## src/rtl/sroc_pkg.sv

```systemverilog
// shared types, codes and keyword tables for the read-only sql classifier
// no dependencies; imported by every module of the block
package sroc_pkg;

    localparam int KW_COUNT = 8;
    localparam int KW_CHARS = 8;
    localparam int POS_W    = 4;
    localparam logic [POS_W-1:0] POS_SAT = 4'd9;

    // ascii codes used by the byte classifier in the front end
    localparam logic [7:0] CH_SPACE = 8'h20;
    localparam logic [7:0] CH_TAB   = 8'h09;
    localparam logic [7:0] CH_CR    = 8'h0D;
    localparam logic [7:0] CH_NL    = 8'h0A;
    localparam logic [7:0] CH_SLASH = 8'h2F;
    localparam logic [7:0] CH_DASH  = 8'h2D;
    localparam logic [7:0] CH_STAR  = 8'h2A;
    localparam logic [7:0] CH_SEMI  = 8'h3B;
    localparam logic [7:0] CH_LOW_A = 8'h61;
    localparam logic [7:0] CH_LOW_Z = 8'h7A;
    localparam logic [7:0] CASE_GAP = 8'h20;

    // keyword letters, unused tail positions are zero
    localparam logic [7:0] KW_TEXT [KW_COUNT][KW_CHARS] = '{
        '{"S", "E", "L", "E", "C", "T", 8'h00, 8'h00},
        '{"F", "R", "O", "M", 8'h00, 8'h00, 8'h00, 8'h00},
        '{"W", "I", "T", "H", 8'h00, 8'h00, 8'h00, 8'h00},
        '{"V", "A", "L", "U", "E", "S", 8'h00, 8'h00},
        '{"D", "E", "S", "C", "R", "I", "B", "E"},
        '{"D", "E", "S", "C", 8'h00, 8'h00, 8'h00, 8'h00},
        '{"S", "H", "O", "W", 8'h00, 8'h00, 8'h00, 8'h00},
        '{"E", "X", "P", "L", "A", "I", "N", 8'h00}
    };
    localparam logic [POS_W-1:0] KW_LEN [KW_COUNT] = '{
        4'd6, 4'd4, 4'd4, 4'd6, 4'd8, 4'd4, 4'd4, 4'd7
    };

    // reject reasons
    localparam logic [1:0] RS_OK      = 2'd0;
    localparam logic [1:0] RS_BLOCK   = 2'd1;
    localparam logic [1:0] RS_CHAIN   = 2'd2;
    localparam logic [1:0] RS_KEYWORD = 2'd3;

    typedef enum logic [1:0] {
        PH_LEAD,
        PH_BLOCK,
        PH_LINE,
        PH_STMT
    } t_phase;

    typedef enum logic [1:0] {
        MK_NONE,
        MK_SLASH,
        MK_DASH,
        MK_STAR
    } t_mark;

    typedef struct packed {
        logic [7:0] char_byte;
        logic       is_last;
    } t_in_item;

    typedef struct packed {
        logic       readonly_ok;
        logic [1:0] reject_reason;
    } t_out_item;

    // classified byte as it sits in the queue
    typedef struct packed {
        logic [7:0] upper;
        logic       ws;
        logic       slash;
        logic       dash;
        logic       star;
        logic       nl;
        logic       semi;
        logic       zero;
        logic       is_last;
    } t_cls;

    typedef struct packed {
        logic valid;
        t_cls item;
    } t_q_head;

    typedef struct packed {
        t_phase              phase;
        t_mark               mark;
        logic [KW_COUNT-1:0] alive;
        logic [POS_W-1:0]    pos;
        logic                chain;
        logic                ended;
    } t_scan;

    localparam t_scan SCAN_RESET = '{
        phase: PH_LEAD,
        mark:  MK_NONE,
        alive: {KW_COUNT{1'b1}},
        pos:   '0,
        chain: 1'b0,
        ended: 1'b0
    };

    // one statement byte against every keyword still in the race
    function automatic logic [KW_COUNT-1:0] kw_step(
        input logic [KW_COUNT-1:0] alive,
        input logic [POS_W-1:0]    pos,
        input logic [7:0]          up,
        input logic                ws
    );
        logic [KW_COUNT-1:0] res;
        res = alive;
        for (int k = 0; k < KW_COUNT; k++) begin
            if (pos < KW_LEN[k]) begin
                if (up != KW_TEXT[k][pos[2:0]]) res[k] = 1'b0;
            end else if (pos == KW_LEN[k]) begin
                if (!ws) res[k] = 1'b0;
            end
        end
        return res;
    endfunction

endpackage

```

## src/rtl/sql_readonly_classifier_unit.sv

```systemverilog
// top level: read-only sql classifier, one statement byte per item
// a last-marked item's result is registered as the scanner takes it from the queue
// throughput: one byte per cycle, but a last-marked byte waits while a result is unread
// a two-item queue parts the classifying front end from the scanner, an output
// register parts the scanner from the consumer; synchronous active-low reset
// returns the scanner to leading skip and empties queue and output register
module sql_readonly_classifier_unit
    import sroc_pkg::*;
(
    input  logic      i_clk,
    input  logic      i_rst_n,
    input  logic      i_in_valid,
    output logic      o_in_ready,
    input  t_in_item  i_in_item,
    output logic      o_out_valid,
    input  logic      i_out_ready,
    output t_out_item o_out_item
);

    t_q_head w_head;
    logic    w_pop;

    sroc_front u_front (
        .i_clk      (i_clk),
        .i_rst_n    (i_rst_n),
        .i_in_valid (i_in_valid),
        .o_in_ready (o_in_ready),
        .i_in_item  (i_in_item),
        .i_pop      (w_pop),
        .o_head     (w_head)
    );

    sroc_back u_back (
        .i_clk       (i_clk),
        .i_rst_n     (i_rst_n),
        .i_head      (w_head),
        .o_pop       (w_pop),
        .o_out_valid (o_out_valid),
        .i_out_ready (i_out_ready),
        .o_out_item  (o_out_item)
    );

    // verdict flag agrees with the reason code
    a_ok_matches_reason: assert property (@(posedge i_clk) disable iff (!i_rst_n)
        o_out_valid |-> (o_out_item.readonly_ok == (o_out_item.reject_reason == RS_OK)))
        else $error("readonly_ok disagrees with reject_reason");

    // a full queue always presents an item to the scanner
    a_full_has_head: assert property (@(posedge i_clk) disable iff (!i_rst_n)
        !o_in_ready |-> w_head.valid)
        else $error("queue full without a head item");

    // a result appears only after a last-marked item left the queue
    a_result_from_last: assert property (@(posedge i_clk) disable iff (!i_rst_n)
        $rose(o_out_valid) |-> $past(w_pop && w_head.item.is_last))
        else $error("result without a last-marked item");

    // the scanner never takes an item from an empty queue
    a_pop_needs_head: assert property (@(posedge i_clk) disable iff (!i_rst_n)
        w_pop |-> w_head.valid)
        else $error("pop from empty queue");

endmodule

```

## src/rtl/sroc_front.sv

```systemverilog
// front end: accepts input items, classifies each byte, two-entry queue
// depends on sroc_pkg
module sroc_front
    import sroc_pkg::*;
(
    input  logic     i_clk,
    input  logic     i_rst_n,
    input  logic     i_in_valid,
    output logic     o_in_ready,
    input  t_in_item i_in_item,
    input  logic     i_pop,
    output t_q_head  o_head
);

    t_cls       r_buf [2];
    logic       r_wr_ptr;
    logic       r_rd_ptr;
    logic [1:0] r_count;
    logic [1:0] n_count;
    logic       w_push;
    t_cls       w_cls;
    logic [7:0] w_c;

    assign o_in_ready = (r_count != 2'd2);
    assign w_push     = i_in_valid && o_in_ready;
    assign w_c        = i_in_item.char_byte;

    // byte classification
    always_comb begin
        w_cls.upper   = (w_c >= CH_LOW_A && w_c <= CH_LOW_Z) ? w_c - CASE_GAP : w_c;
        w_cls.ws      = (w_c == CH_SPACE) || (w_c >= CH_TAB && w_c <= CH_CR);
        w_cls.slash   = (w_c == CH_SLASH);
        w_cls.dash    = (w_c == CH_DASH);
        w_cls.star    = (w_c == CH_STAR);
        w_cls.nl      = (w_c == CH_NL);
        w_cls.semi    = (w_c == CH_SEMI);
        w_cls.zero    = (w_c == 8'h00);
        w_cls.is_last = i_in_item.is_last;
    end

    // queue occupancy
    always_comb begin
        n_count = r_count;
        if (w_push && !i_pop) n_count = r_count + 2'd1;
        else if (!w_push && i_pop) n_count = r_count - 2'd1;
    end

    always_ff @(posedge i_clk) begin
        if (!i_rst_n) begin
            r_count  <= '0;
            r_wr_ptr <= 1'b0;
            r_rd_ptr <= 1'b0;
        end else begin
            r_count <= n_count;
            if (w_push) r_wr_ptr <= ~r_wr_ptr;
            if (i_pop) r_rd_ptr <= ~r_rd_ptr;
        end
    end

    // queue storage
    always_ff @(posedge i_clk) begin
        if (w_push) r_buf[r_wr_ptr] <= w_cls;
    end

    assign o_head.valid = (r_count != 2'd0);
    assign o_head.item  = r_buf[r_rd_ptr];

endmodule

```

## src/rtl/sroc_back.sv

```systemverilog
// back end: scanner state machine, keyword match, verdict and output register
// depends on sroc_pkg
module sroc_back
    import sroc_pkg::*;
(
    input  logic      i_clk,
    input  logic      i_rst_n,
    input  t_q_head   i_head,
    output logic      o_pop,
    output logic      o_out_valid,
    input  logic      i_out_ready,
    output t_out_item o_out_item
);

    t_scan      r_scan;
    t_scan      n_scan;
    t_scan      w_after;
    logic       r_out_valid;
    t_out_item  r_out_item;
    logic [1:0] w_reason;
    logic       w_hit;
    t_cls       w_c;

    assign w_c   = i_head.item;
    assign o_pop = i_head.valid && (!w_c.is_last || !r_out_valid || i_out_ready);

    // scanner next state for the item at the queue head
    always_comb begin
        w_after = r_scan;
        if (!r_scan.ended) begin
            if (w_c.zero) begin
                w_after.ended = 1'b1;
            end else begin
                unique case (r_scan.phase)
                    PH_LEAD: begin
                        w_after.mark = MK_NONE;
                        if (r_scan.mark == MK_SLASH || r_scan.mark == MK_DASH) begin
                            if (r_scan.mark == MK_SLASH && w_c.star) begin
                                w_after.phase = PH_BLOCK;
                            end else if (r_scan.mark == MK_DASH && w_c.dash) begin
                                w_after.phase = PH_LINE;
                            end else begin
                                // held mark starts the statement, no keyword survives it
                                w_after.phase = PH_STMT;
                                w_after.alive = '0;
                                w_after.pos   = 4'd2;
                                w_after.chain = w_c.semi;
                            end
                        end else if (w_c.ws) begin
                            w_after.mark = MK_NONE;
                        end else if (w_c.slash) begin
                            w_after.mark = MK_SLASH;
                        end else if (w_c.dash) begin
                            w_after.mark = MK_DASH;
                        end else begin
                            w_after.phase = PH_STMT;
                            w_after.chain = r_scan.chain | w_c.semi;
                            w_after.alive = kw_step(r_scan.alive, r_scan.pos,
                                                    w_c.upper, w_c.ws);
                            w_after.pos   = r_scan.pos + 4'd1;
                        end
                    end
                    PH_BLOCK: begin
                        if (r_scan.mark == MK_STAR && w_c.slash) begin
                            w_after.phase = PH_LEAD;
                            w_after.mark  = MK_NONE;
                        end else begin
                            w_after.mark = w_c.star ? MK_STAR : MK_NONE;
                        end
                    end
                    PH_LINE: begin
                        if (w_c.nl) w_after.phase = PH_LEAD;
                    end
                    PH_STMT: begin
                        w_after.chain = r_scan.chain | w_c.semi;
                        w_after.alive = kw_step(r_scan.alive, r_scan.pos,
                                                w_c.upper, w_c.ws);
                        if (r_scan.pos < POS_SAT) w_after.pos = r_scan.pos + 4'd1;
                    end
                    default: w_after = r_scan;
                endcase
            end
        end
    end

    always_comb begin
        n_scan = r_scan;
        if (o_pop) n_scan = w_c.is_last ? SCAN_RESET : w_after;
    end

    // verdict on the state left by the last item
    always_comb begin
        w_hit = 1'b0;
        for (int k = 0; k < KW_COUNT; k++) begin
            if (w_after.alive[k] && w_after.pos >= KW_LEN[k]) w_hit = 1'b1;
        end
        unique case (w_after.phase)
            PH_BLOCK: w_reason = RS_BLOCK;
            PH_LEAD:  w_reason = RS_KEYWORD;
            PH_LINE:  w_reason = RS_KEYWORD;
            PH_STMT:  w_reason = w_after.chain ? RS_CHAIN : (w_hit ? RS_OK : RS_KEYWORD);
            default:  w_reason = RS_KEYWORD;
        endcase
    end

    always_ff @(posedge i_clk) begin
        if (!i_rst_n) begin
            r_scan      <= SCAN_RESET;
            r_out_valid <= 1'b0;
        end else begin
            r_scan <= n_scan;
            if (o_pop && w_c.is_last) r_out_valid <= 1'b1;
            else if (i_out_ready) r_out_valid <= 1'b0;
        end
    end

    // result register
    always_ff @(posedge i_clk) begin
        if (o_pop && w_c.is_last) begin
            r_out_item.readonly_ok   <= (w_reason == RS_OK);
            r_out_item.reject_reason <= w_reason;
        end
    end

    assign o_out_valid = r_out_valid;
    assign o_out_item  = r_out_item;

endmodule
```

## config.mk

```make
export PLATFORM = sky130hd
export DESIGN_NAME = sql_readonly_classifier_unit
export DESIGN_NICKNAME = d
export VERILOG_FILES = /design/src/rtl/sroc_pkg.sv /design/src/rtl/sql_readonly_classifier_unit.sv /design/src/rtl/sroc_front.sv /design/src/rtl/sroc_back.sv
export SDC_FILE = /design/constraint.sdc
export NUM_CORES = 1
export LEC_CHECK = 0
export BUFFER_PORTS_ARGS = -buffer_cell sky130_fd_sc_hd__buf_2
export CAP_MARGIN = 20
export CORE_ASPECT_RATIO = 1.2
export CORE_UTILIZATION = 35
export CTS_CLUSTER_SIZE = 8
export DETAILED_ROUTE_END_ITERATION = 8
export HOLD_SLACK_MARGIN = 0.06
export SYNTH_ARGS = -nofsm -noshare
export SYNTH_HDL_FRONTEND = slang
export SYNTH_HIERARCHICAL = 1
export SYNTH_SLANG_ARGS = --single-unit
```

## constraint.sdc

```tcl
create_clock -name i_clk -period 4.8 [get_ports i_clk]
set_input_delay 0.96 -clock i_clk [delete_from_list [all_inputs] [get_ports i_clk]]
set_output_delay 0.96 -clock i_clk [all_outputs]
set_load 0.02 [all_outputs]
```

==> results of run 1 <==
[critical path, delay by kind of cell, from the launching register on]
kind	cells	cell delay [ns]
simple gates	3	0.92
flops	1	0.75
compound gates	4	1.32
mux	1	0.46
[routing by layer]
metal  vias to the layer above  routed length [µm]  GRT usage (%)
li1                       1650                   -              -
met1                      1598                4320           20.4
met2                        74                4640           27.0
met3                        27                 325           3.90
met4                         0                 350           9.24
met5                         -                   0              0
[flip-flops by register name (all words and copies together), names as in the netlist, named ones only]
name,flops
u_back/o_out_item,3
u_back/o_out_valid,1
u_back/r_scan,18
u_front/r_buf,32
u_front/r_count,2
u_front/r_rd_ptr,1
u_front/r_wr_ptr,1
[report_power, final]
group          switching [µW]  internal, µW
clock                     223           448
combinational             617           406
sequential               72.5           637
total                     913          1490
[cell usage after synthesis (3+ instances only)]
master    instances  area share [%]
nand2_1          38             3.5
edfxtp_1         35              26
nor2_1           31             2.9
a21oi_1          28             3.5
dfxtp_1          24              12
o21ai_0          20             2.5
ha_1             18             5.6
inv_1            18             1.7
nor2b_1          18             2.8
mux2_2           16             4.4
clkbuf_1         12             1.1
xor2_1           12             2.6
nand3_1          10             1.2
xnor2_1           9             1.9
buf_2             8            0.99
nor3_1            8            0.99
o211ai_1          8             1.5
and3_1            7             1.1
nor4_1            7             1.1
a22oi_1           6             1.1
nand2b_1          6            0.93
nand3b_1          6             1.1
and2_1            5            0.77
or2_2             5            0.77
a31oi_1           4            0.62
and3b_1           4            0.86
o21a_1            4            0.74
o22ai_1           4            0.62
or3_1             4            0.62
a21boi_0          3            0.56
a21o_1            3            0.56
buf_1             3            0.28
mux2i_1           3            0.74
nand4_1           3            0.46
nor4b_1           3            0.65
o221ai_1          3            0.65
o31ai_1           3            0.56
[cells by family (layout without fill, tap and decap cells)]
group | after synthesis | after routing | share of synthesized area [%]
fa+ha+maj | 18 | 18 | 5.55
xor+xnor | 21 | 21 | 4.53
simple gates | 168 | 168 | 22.8
buf+inv | 44 | 58 | 4.50
flops | 59 | 59 | 37.7
compound gates | 114 | 114 | 19.7
mux | 19 | 19 | 5.18
[cell usage in the layout (no fill, tap or decap), types with 7 or more instances in the layout]
| master | n |
|---|---|
| nor4_1 | 7 |
| a21oi_1 | 28 |
| buf_2 | 17 |
| nor3_1 | 8 |
| o21ai_0 | 20 |
| xnor2_1 | 9 |
| clkbuf_16 | 10 |
| mux2_2 | 16 |
| edfxtp_1 | 35 |
| o211ai_1 | 8 |
| dfxtp_1 | 24 |
| nor2_1 | 31 |
| inv_1 | 18 |
| nor2b_1 | 18 |
| nand3_1 | 10 |
| nand2_1 | 38 |
| ha_1 | 18 |
| xor2_1 | 12 |
| and3_1 | 7 |
[final timing paths]
| check | start | end | cells past startpoint | slack [ns] |
|---|---|---|---|---|
| hold reg to reg | u_back/r_scan[11] | u_back/r_scan[11] | 2 | 0.48 |
| setup reg to reg | register | u_back/o_out_item[2] | 8 | 1.09 |
| setup / recovery | register | u_back/o_out_item[2] | 8 | 1.09 |
| hold / removal | u_back/r_scan[11] | u_back/r_scan[11] | 2 | 0.48 |
[area by class of cell]
class	instances	area, µm²
repair buffers	22	123
clock inverters	3	42.5
fillers	1127	6560
well taps	154	193
multi-input cells	340	2340
inverters	20	75.1
clock buffers	13	272
flip-flops and latches	59	1530
[through the flow]
stage               cells  utilization (%)
floorplan             443                -
detailed placement    595             38.3
CTS                   611             41.1
global route          611             41.1
global placement      595             38.3
finish                611             41.1
==> out/summary.log, run 1 <==
INFO  synthesis      yosys_warning_count=6
INFO  sta            report.final.slew_viol_count=0
INFO  power          power.density_cell_area=525nW/µm²
INFO  floorplan      core.rowCount=42
INFO  floorplan      boundaryPins=18
INFO  placement      numPortBuffers=17
INFO  sta            slew-limit-headroom=49.9%
INFO  finish         flow.area_growth_from_synthesis=12.9%
INFO  sta            finalHoldWorstSlack=0.478ns
INFO  route          drt.antenna.violating_nets=0
INFO  synthesis      synth_flop_cell=edfxtp_1
INFO  worst_setup_path nature_of_the_critical_path_endpoint=register
INFO  grt            globalRouteTotalUtil=16.7%
INFO  route          routedWlPerCell=15.8µm
INFO  sta            setup_ws=1.09ns
INFO  worst_setup_path cpPeakStageDelay=0.75ns
INFO  route          remaining_drcs=0
INFO  flow_run       drv.max_cap_violation_count=0
INFO  synthesis      yosys_register_bits=59
INFO  grt            grt_max_degree=43
INFO  min_path       min_path_type=register to register
INFO  sta            totalNegativeSetupSlack=0ns
INFO  clock_tree     clock_transition_at_the_registers_of_the_reported_paths=0.05ns
INFO  run_status     run_status=finished, final reports clean
INFO  clock_tree     insertion_delay=0.33ns
INFO  sta            fmax=0.270GHz
INFO  worst_setup_path worst-path-max-fanout=16
INFO  floorplan      placeableCoreArea=11100µm²
INFO  grt            gr-total-overflow=0
INFO  synthesis      synthesis.area_per_instance=9.16µm²
INFO  placement      dp_slack=1.19ns
INFO  sta            rsz0062_at_grt=false
INFO  clock_tree     cts_max_path_buffers=2
INFO  worst_setup_path worst_ep_arrival_time=3.79ns
INFO  grt            global_route_wire_length_before_repair=15.5mm
INFO  worst_setup_path critical_path_required=4.88ns
INFO  route          firstDrtPassIters=4
INFO  finish         insertedDiodeCount=0
INFO  route          drt_iter0_markers=341
INFO  sta            period_needed=3.71ns
INFO  synthesis      synth.lib_cells_used.distinct=74
INFO  finish         number_of_nets_in_the_layout=483
INFO  sta            clock_skew=0.00947ns
INFO  power          leakage_component_of_the_power=0.00169µW
INFO  placement      dpl.hpwl=6.85mm
INFO  clock_tree     numCtsBuffers=9
INFO  sta            setup_viol=0
INFO  grt            grt_pass1_vias=3179
INFO  route          via_count=3349
INFO  worst_setup_path timing_worst_setup_path_type=register to register
INFO  grt            grt_antenna_before_repair=0
INFO  floorplan      floorplan.die_area=12000µm²
INFO  sta            hold_viol_final=0
INFO  sta            timing_worst_slew_pin_value=0.752ns
INFO  finish         drive_gt1_share=16.2%
INFO  synthesis      number_of_nets_in_the_synthesized_netlist=474
INFO  clock_tree     ctsResizeCount=0
INFO  floorplan      start_util=36.4%
INFO  synthesis      syn_area=4060µm²
INFO  clock_tree     cts_root_buffer=clkbuf_16
INFO  synthesis      synth-seq-area-share=37.7%
INFO  clock_tree     clock_tree_from_tritoncts=yes
INFO  placement      placed_area=4270µm²
INFO  clock_tree     cts-hold-fix-buffers=0
INFO  worst_setup_path crit_path_top_delay_cell=dfxtp_1
INFO  route          vias_per_cell=5.48
INFO  route          routed_wirelength=9.64mm
INFO  synthesis      synth_enable_flop_cells=35
INFO  power          totalPowerFinal=2400µW
INFO  clock_tree     numClockSinks=59
INFO  worst_setup_path cp_cell_sequence=mux2_2 > nor4b_1 > o2111ai_1 > a31oi_1 > o211ai_1 > o41ai_1 > nor2_1 > and3b_1
INFO  synthesis      postSynthCellCount=443
INFO  power          power.ir.vdd_worst=0.000219V
INFO  worst_setup_path worstSetupStartpointType=register
INFO  placement      gp_congestion=0.916
INFO  floorplan      floorplan.die.height=120µm
INFO  clock_tree     postCtsSetupBuffers=0
INFO  sta            finalCritPeriodShare=77.2%
INFO  finish         final_design_area_no_fill=4580µm²
INFO  synthesis      synth-async-reset-ratio=0%
INFO  floorplan      die-width=100µm
INFO  clock_tree     h-tree-depth=3
(Power assumes the default switching activity.)
==> run 2, diff against run 1 <==
- clock period: 4.8 -> 3.6 ns (I/O delays scaled with it)
==> out/summary.log, run 2 (same netlist as run 1, synthesis figures left out) <==
INFO  grt            globalRouteTotalUtil=17.1% [+0.37 points]
INFO  finish         largest_register_ffs=32 [unchanged]
INFO  placement      gp_congestion=0.895 [-2.3%]
INFO  finish         largest_register=u_front/r_buf
INFO  placement      post-place-cells=600 [+0.84%]
INFO  route          drt.antenna.violating_nets=0 [unchanged]
INFO  route          via_count=3367 [+0.54%]
INFO  min_path       worst_hold_startpoint=u_back/r_scan[11]
INFO  worst_setup_path cp_cell_sequence=mux2_2 > or4b_4 > a31oi_4 > a21boi_2 > a31oi_1 > o221ai_2 > a2111oi_2 > nor2_1 > and3b_1
INFO  grt            grt_pass1_vias=3180 [+0.031%]
INFO  placement      dpl.hpwl=6.97mm [+1.8%]
INFO  floorplan      core.rowCount=42 [unchanged]
INFO  floorplan      floorplan.die_area=12000µm² [unchanged]
INFO  clock_tree     insertion_delay=0.33ns [about the same]
INFO  sta            setup_viol=0 [unchanged]
INFO  worst_setup_path worstSetupStartpointType=register
INFO  clock_tree     numClockSinks=59 [unchanged]
INFO  sta            slew-limit-headroom=41.8% [-8.1 points]
INFO  sta            period_needed=3.34ns [-0.367 ns]
INFO  clock_tree     clock_transition_at_the_registers_of_the_reported_paths=0.05ns [about the same]
INFO  clock_tree     cts_root_buffer=clkbuf_16
INFO  power          power.density_cell_area=675nW/µm² [+29%]
INFO  floorplan      start_util=36.4% [unchanged]
INFO  worst_setup_path crit_end=u_back/o_out_item[2]
INFO  worst_setup_path crit_path_top_delay_cell=or4b_4
INFO  flow_run       drv.max_cap_violation_count=0 [unchanged]
INFO  clock_tree     numCtsBuffers=9 [unchanged]
INFO  worst_setup_path worst_ep_arrival_time=3.42ns [-0.37 ns]
INFO  worst_setup_path cpPeakStageDelay=0.59ns [-0.16 ns]
INFO  sta            report.final.slew_viol_count=0 [unchanged]
INFO  clock_tree     clock_tree_from_tritoncts=yes
INFO  route          drt_iter0_markers=300 [-12%]
INFO  worst_setup_path critical_path_required=3.68ns [-1.20 ns]
INFO  worst_setup_path buf_inv_stages_crit_path=0 [unchanged]
INFO  finish         insertedDiodeCount=0 [unchanged]
INFO  sta            totalNegativeSetupSlack=0ns [unchanged]
INFO  power          leakage_component_of_the_power=0.00170µW [+0.41%]
INFO  clock_tree     h-tree-depth=3 [unchanged]
INFO  finish         finish.cell_count_without_fillers=616 [+0.82%]
INFO  min_path       min_path_type=register to register
INFO  finish         flow.area_growth_from_synthesis=12.7%
INFO  floorplan      floorplan.die.height=120µm [unchanged]
INFO  grt            grt_max_degree=24 [-44%]
INFO  placement      numPortBuffers=17 [unchanged]
INFO  sta            timing_worst_slew_pin_value=0.872ns [+0.121 ns]
INFO  route          firstDrtPassIters=4 [unchanged]
INFO  grt            grt_antenna_before_repair=0 [unchanged]
INFO  route          routed_wirelength=9.59mm [-0.51%]
INFO  route          vias_per_cell=5.47 [-0.28%]
INFO  worst_setup_path nature_of_the_critical_path_endpoint=register
INFO  sta            hold_viol_final=0 [unchanged]
INFO  finish         number_of_nets_in_the_layout=488 [+1.0%]
INFO  route          remaining_drcs=0 [unchanged]
INFO  worst_setup_path worst_reg2reg_path_depth=9 [+1]
INFO  floorplan      placeableCoreArea=11100µm² [unchanged]
INFO  worst_setup_path end_of_the_worst_register_to_register_path=u_back/o_out_item[2]
INFO  finish         mostFrequentLayoutCell=nand2_1
INFO  run_status     run_status=finished, final reports clean
INFO  worst_setup_path worstSetupPathDepth=9 [+1]
INFO  sta            finalCritPeriodShare=92.8% [+16 points]
INFO  grt            global_route_wire_length_before_repair=15.7mm [+1.4%]
INFO  grt            gr-total-overflow=0 [unchanged]
INFO  worst_setup_path r2r_setup_slack=0.26ns [-0.83 ns]
INFO  route          routedWlPerCell=15.6µm [-1.3%]
INFO  power          power.ir.vdd_worst=0.000383V [+75%]
INFO  clock_tree     cts_max_path_buffers=2 [unchanged]
INFO  worst_setup_path timing_worst_setup_path_type=register to register
INFO  sta            fmax=0.299GHz [+11%]
INFO  finish         commonest_cells_after_routing_fill_and_taps_aside=38 x nand2_1, 35 x edfxtp_1, 31 x nor2_1
INFO  sta            rsz0062_at_grt=false
INFO  finish         drive_gt1_share=17.1% [+0.91 points]
INFO  floorplan      die-width=100µm [unchanged]
INFO  worst_setup_path worst-path-max-fanout=9 [-7]
INFO  sta            clock_skew=0.00493ns [-0.00454 ns]
INFO  floorplan      boundaryPins=18 [unchanged]
INFO  worst_setup_path crit_path_max_delay_family=compound AO/OA/AOI/OAI gates
[run 2: final cells by class]
| type | instances | area, µm² |
|---|---|---|
| inverters | 20 | 75.1 |
| fillers | 1153 | 6570 |
| flip-flops and latches | 59 | 1530 |
| repair buffers | 27 | 160 |
| clock inverters | 4 | 18.8 |
| multi-input cells | 340 | 2350 |
| well taps | 154 | 193 |
| clock buffers | 12 | 246 |
[run 2: tightest hold or removal path, cell delays in order (launching register included)]
cell	delay (ns)
dfxtp_1	0.31
nand2_1	0.05
nand3_1	0.06
[run 2: worst min-delay path by stage]
stage                             end  slack (ns)  cells after the start
floorplan           u_back/r_scan[11]        0.44                      2
global placement    u_back/r_scan[12]        0.48                      2
detailed placement  u_back/r_scan[12]        0.47                      2
CTS                 u_back/r_scan[12]        0.49                      2
global route        u_back/r_scan[11]        0.51                      2
finish              u_back/r_scan[11]        0.49                      2
[run 2: where the power goes]
group | internal, µW | switching (µW)
Clock | 477 | 276
Sequential | 850 | 78.3
Combinational | 556 | 852
[run 2: repair_timing]
item | 4_1_cts | 5_1_grt
setup buffers | 0 | 0
setup endpoints to repair | 0 | 3
resized for setup | 0 | 1
hold buffers | 0 | 0
[run 2: routing by layer]
metal,GRT usage (%),vias up,wire [µm]
li1,-,1661,-
met1,20.3,1588,4120
met2,27.9,89,4650
met3,4.43,29,451
met4,9.60,0,364
met5,0,-,0
[run 2: through the flow]
stage / hold slack (ns) / util [%] / setup slack [ns] / total power [µW] / cell area (µm²)
floorplan: 0.441 / - / 0.244 / 2000 / 4060
global placement: 0.476 / 38.6 / 0.271 / 2300 / 4300
detailed placement: 0.473 / 38.6 / 0.243 / 2320 / 4300
CTS: 0.488 / 41.0 / 0.235 / 3100 / 4570
global route: 0.510 / 41.1 / 0.0397 / 3300 / 4570
finish: 0.485 / 41.1 / 0.260 / 3090 / 4570
==> run 3, diff against run 2 <==
- BUFFER_PORTS_ARGS: -buffer_cell sky130_fd_sc_hd__buf_2 -> -buffer_cell sky130_fd_sc_hd__buf_4
- PLACE_DENSITY_LB_ADDON: default -> 0.1
==> out/summary.log, run 3 (same netlist as run 1, synthesis figures left out) <==
INFO  route          vias_per_cell=5.41 [-0.96%]
INFO  power          sw_frac_of_total=39.6% [+0.55 points]
INFO  grt            grt.met3_usage=3.44% [-0.99 points]
INFO  worst_setup_path timing_worst_setup_path_type=register to register
INFO  route          firstDrtPassIters=4 [unchanged]
INFO  sta            report.final.slew_viol_count=0 [unchanged]
INFO  finish         largest_register=u_front/r_buf
INFO  clock_tree     postCtsSetupBuffers=0 [unchanged]
INFO  clock_tree     numCtsBuffers=9 [unchanged]
INFO  route          routed_wirelength=10.3mm [+6.9%]
INFO  floorplan      floorplan.die_area=12000µm² [unchanged]
INFO  sta            setup_ws=0.297ns [+0.0370 ns]
INFO  finish         mostFrequentLayoutCell=nand2_1
INFO  sta            finalCritPeriodShare=91.8% [-1.0 points]
INFO  grt            gr-total-overflow=0 [unchanged]
INFO  finish         fill_cells=1133 [-1.7%]
INFO  power          p_comb_share=46.4% [+0.8 points]
INFO  finish         commonest_cells_after_routing_fill_and_taps_aside=38 x nand2_1, 35 x edfxtp_1, 31 x nor2_1
INFO  power          leakage_component_of_the_power=0.00173µW [+1.6%]
INFO  worst_setup_path nature_of_the_critical_path_endpoint=register
INFO  sta            clock_skew=0.00520ns [+0.000272 ns]
INFO  floorplan      die-width=100µm [unchanged]
INFO  floorplan      start_util=36.4% [unchanged]
INFO  grt            most_used_routing_layer_in_global_routing=met2
INFO  grt            global_route.usage.met1=22.9% [+2.7 points]
INFO  placement      dpl.hpwl=7.51mm [+7.7%]
INFO  placement      gp_congestion=0.832 [-7.1%]
INFO  sta            rsz0062_at_grt=false
INFO  clock_tree     h-tree-depth=3 [unchanged]
INFO  power          power.clock.fraction=23.9% [-0.5 points]
INFO  sta            period_needed=3.30ns [-0.0370 ns]
INFO  clock_tree     cts_max_path_buffers=2 [unchanged]
INFO  worst_setup_path cpPeakStageDelay=0.59ns [about the same]
INFO  grt            use_met2=30.4% [+2.5 points]
INFO  power          power.ir.vdd_worst=0.000325V [-15%]
INFO  floorplan      boundaryPins=18 [unchanged]
INFO  grt            global_route_wire_length_before_repair=17.1mm [+8.4%]
INFO  grt            globalRouteTotalUtil=18.6% [+1.5 points]
INFO  worst_setup_path crit_path_top_delay_cell=or4b_4
INFO  sta            timing_worst_slew_pin_value=0.785ns [-0.0877 ns]
INFO  worst_setup_path critical_path_required=3.68ns [about the same]
INFO  clock_tree     clock_tree_from_tritoncts=yes
INFO  sta            hold_viol_final=0 [unchanged]
INFO  sta            setup_viol=0 [unchanged]
INFO  sta            finalHoldWorstSlack=0.485ns [-0.000168 ns]
INFO  run_status     run_status=finished, final reports clean
INFO  min_path       worst_hold_startpoint=u_back/r_scan[12]
INFO  grt            grt_max_degree=24 [unchanged]
INFO  clock_tree     cts_root_buffer=clkbuf_16
INFO  power          flop_pwr_share=29.7% [-0.4 points]
INFO  sta            totalNegativeSetupSlack=0ns [unchanged]
INFO  finish         sequential_cell_area=1530µm² [about the same]
INFO  finish         multi_input_comb_area=2350µm² [unchanged]
INFO  route          via_count=3351 [-0.48%]
INFO  worst_setup_path worst_ep_arrival_time=3.39ns [-0.03 ns]
INFO  power          power.internal=1890µW [+0.27%]
INFO  power          totalPowerFinal=3130µW [+1.2%]
INFO  finish         flow.area_growth_from_synthesis=14.2%
INFO  finish         largest_register_ffs=32 [unchanged]
INFO  clock_tree     cts-hold-fix-buffers=0 [unchanged]
INFO  route          drt_iter0_markers=199 [-34%]
INFO  finish         insertedDiodeCount=0 [unchanged]
INFO  placement      dp_slack=0.183ns [-0.0606 ns]
INFO  route          drt.antenna.violating_nets=0 [unchanged]
INFO  worst_setup_path cp_cell_sequence=mux2_2 > or4b_4 > a31oi_4 > a21boi_2 > a31oi_1 > o221ai_2 > a2111oi_2 > nor2_1 > and3b_1
INFO  clock_tree     clock_transition_at_the_registers_of_the_reported_paths=0.05ns [about the same]
INFO  clock_tree     numClockSinks=59 [unchanged]
INFO  grt            grt_pass1_vias=3310 [+4.1%]
INFO  finish         drive_gt1_share=18.1% [+0.96 points]
INFO  floorplan      floorplan.die.height=120µm [unchanged]
INFO  grt            grt_antenna_before_repair=0 [unchanged]
INFO  route          routedWlPerCell=16.6µm [+6.4%]
INFO  flow_run       drv.max_cap_violation_count=0 [unchanged]
INFO  power          power_switching=1240µW [+2.6%]
INFO  sta            slew-limit-headroom=47.6% [+5.9 points]
INFO  worst_setup_path worstSetupStartpointType=register
INFO  sta            fmax=0.303GHz [+1.1%]
INFO  route          remaining_drcs=0 [unchanged]
INFO  power          power.density_cell_area=674nW/µm² [-0.15%]
INFO  min_path       min_path_type=register to register
INFO  finish         number_of_nets_in_the_layout=491 [+0.61%]
INFO  clock_tree     ctsResizeCount=0 [unchanged]
INFO  placement      numPortBuffers=17 [unchanged]
INFO  floorplan      placeableCoreArea=11100µm² [unchanged]
INFO  floorplan      core.rowCount=42 [unchanged]
INFO  clock_tree     insertion_delay=0.33ns [about the same]
INFO  worst_setup_path worst-path-max-fanout=9 [unchanged]
[run 3: cell count changes in the layout (fill, tap and decap cells not counted), sizes merged]
| cell | change |
|---|---|
| clkbuf | -3 |
| buf | +3 |
| clkinv | +2 |
| clkinvlp | +1 |
[run 3: per-stage QoR]
stage,cells,utilization (%),cell area (µm²)
2_1_floorplan,443,-,4060
3_3_place_gp,603,39.2,4370
3_5_place_dp,603,39.2,4370
4_1_cts,619,41.5,4630
5_1_grt,619,41.6,4640
6_report,619,41.6,4640
[run 3: area by class of cell]
cell class / count / area share (%)
Clock buffer: 9 / 4.86
Clock inverter: 7 / 0.756
Inverter: 20 / 1.62
Multi-Input combinational cell: 340 / 50.7
Sequential cell: 59 / 33.1
Tap cell: 154 / 4.16
Timing Repair Buffer: 30 / 4.86
[run 3: worst paths after layout]
| check | to | slack (ns) | cells after the start |
|---|---|---|---|
| worst max-delay path | u_back/o_out_item[2] | 0.30 | 9 |
| worst max register to register | u_back/o_out_item[2] | 0.30 | 9 |
| worst min-delay path | u_back/r_scan[12] | 0.48 | 2 |
| worst min register to register | u_back/r_scan[12] | 0.48 | 2 |
[run 3: power groups by stage]
stage | combinational, µW | clock (µW) | sequential (µW)
after global placement | 1430 | 0 | 941
after detailed placement | 1440 | 0 | 942
after floorplan | 1080 | 0 | 916
final | 1450 | 746 | 929
after CTS | 1450 | 766 | 930
after global routing | 1600 | 799 | 947
[run 3: routing by layer]
layer,part of all wire (%),up-vias
met3,4.0,21
met4,3.5,0
met5,0,-
met1,44,1585
li1,-,1669
met2,49,76
[run 3: worst max-delay path: cells and delay by family, from the launching register on]
kind / cells / cell delay (ns)
AOI/OAI and AO/OA: 5 / 1.29
and+or+nand+nor: 3 / 0.92
DFF: 1 / 0.43
muxes: 1 / 0.41
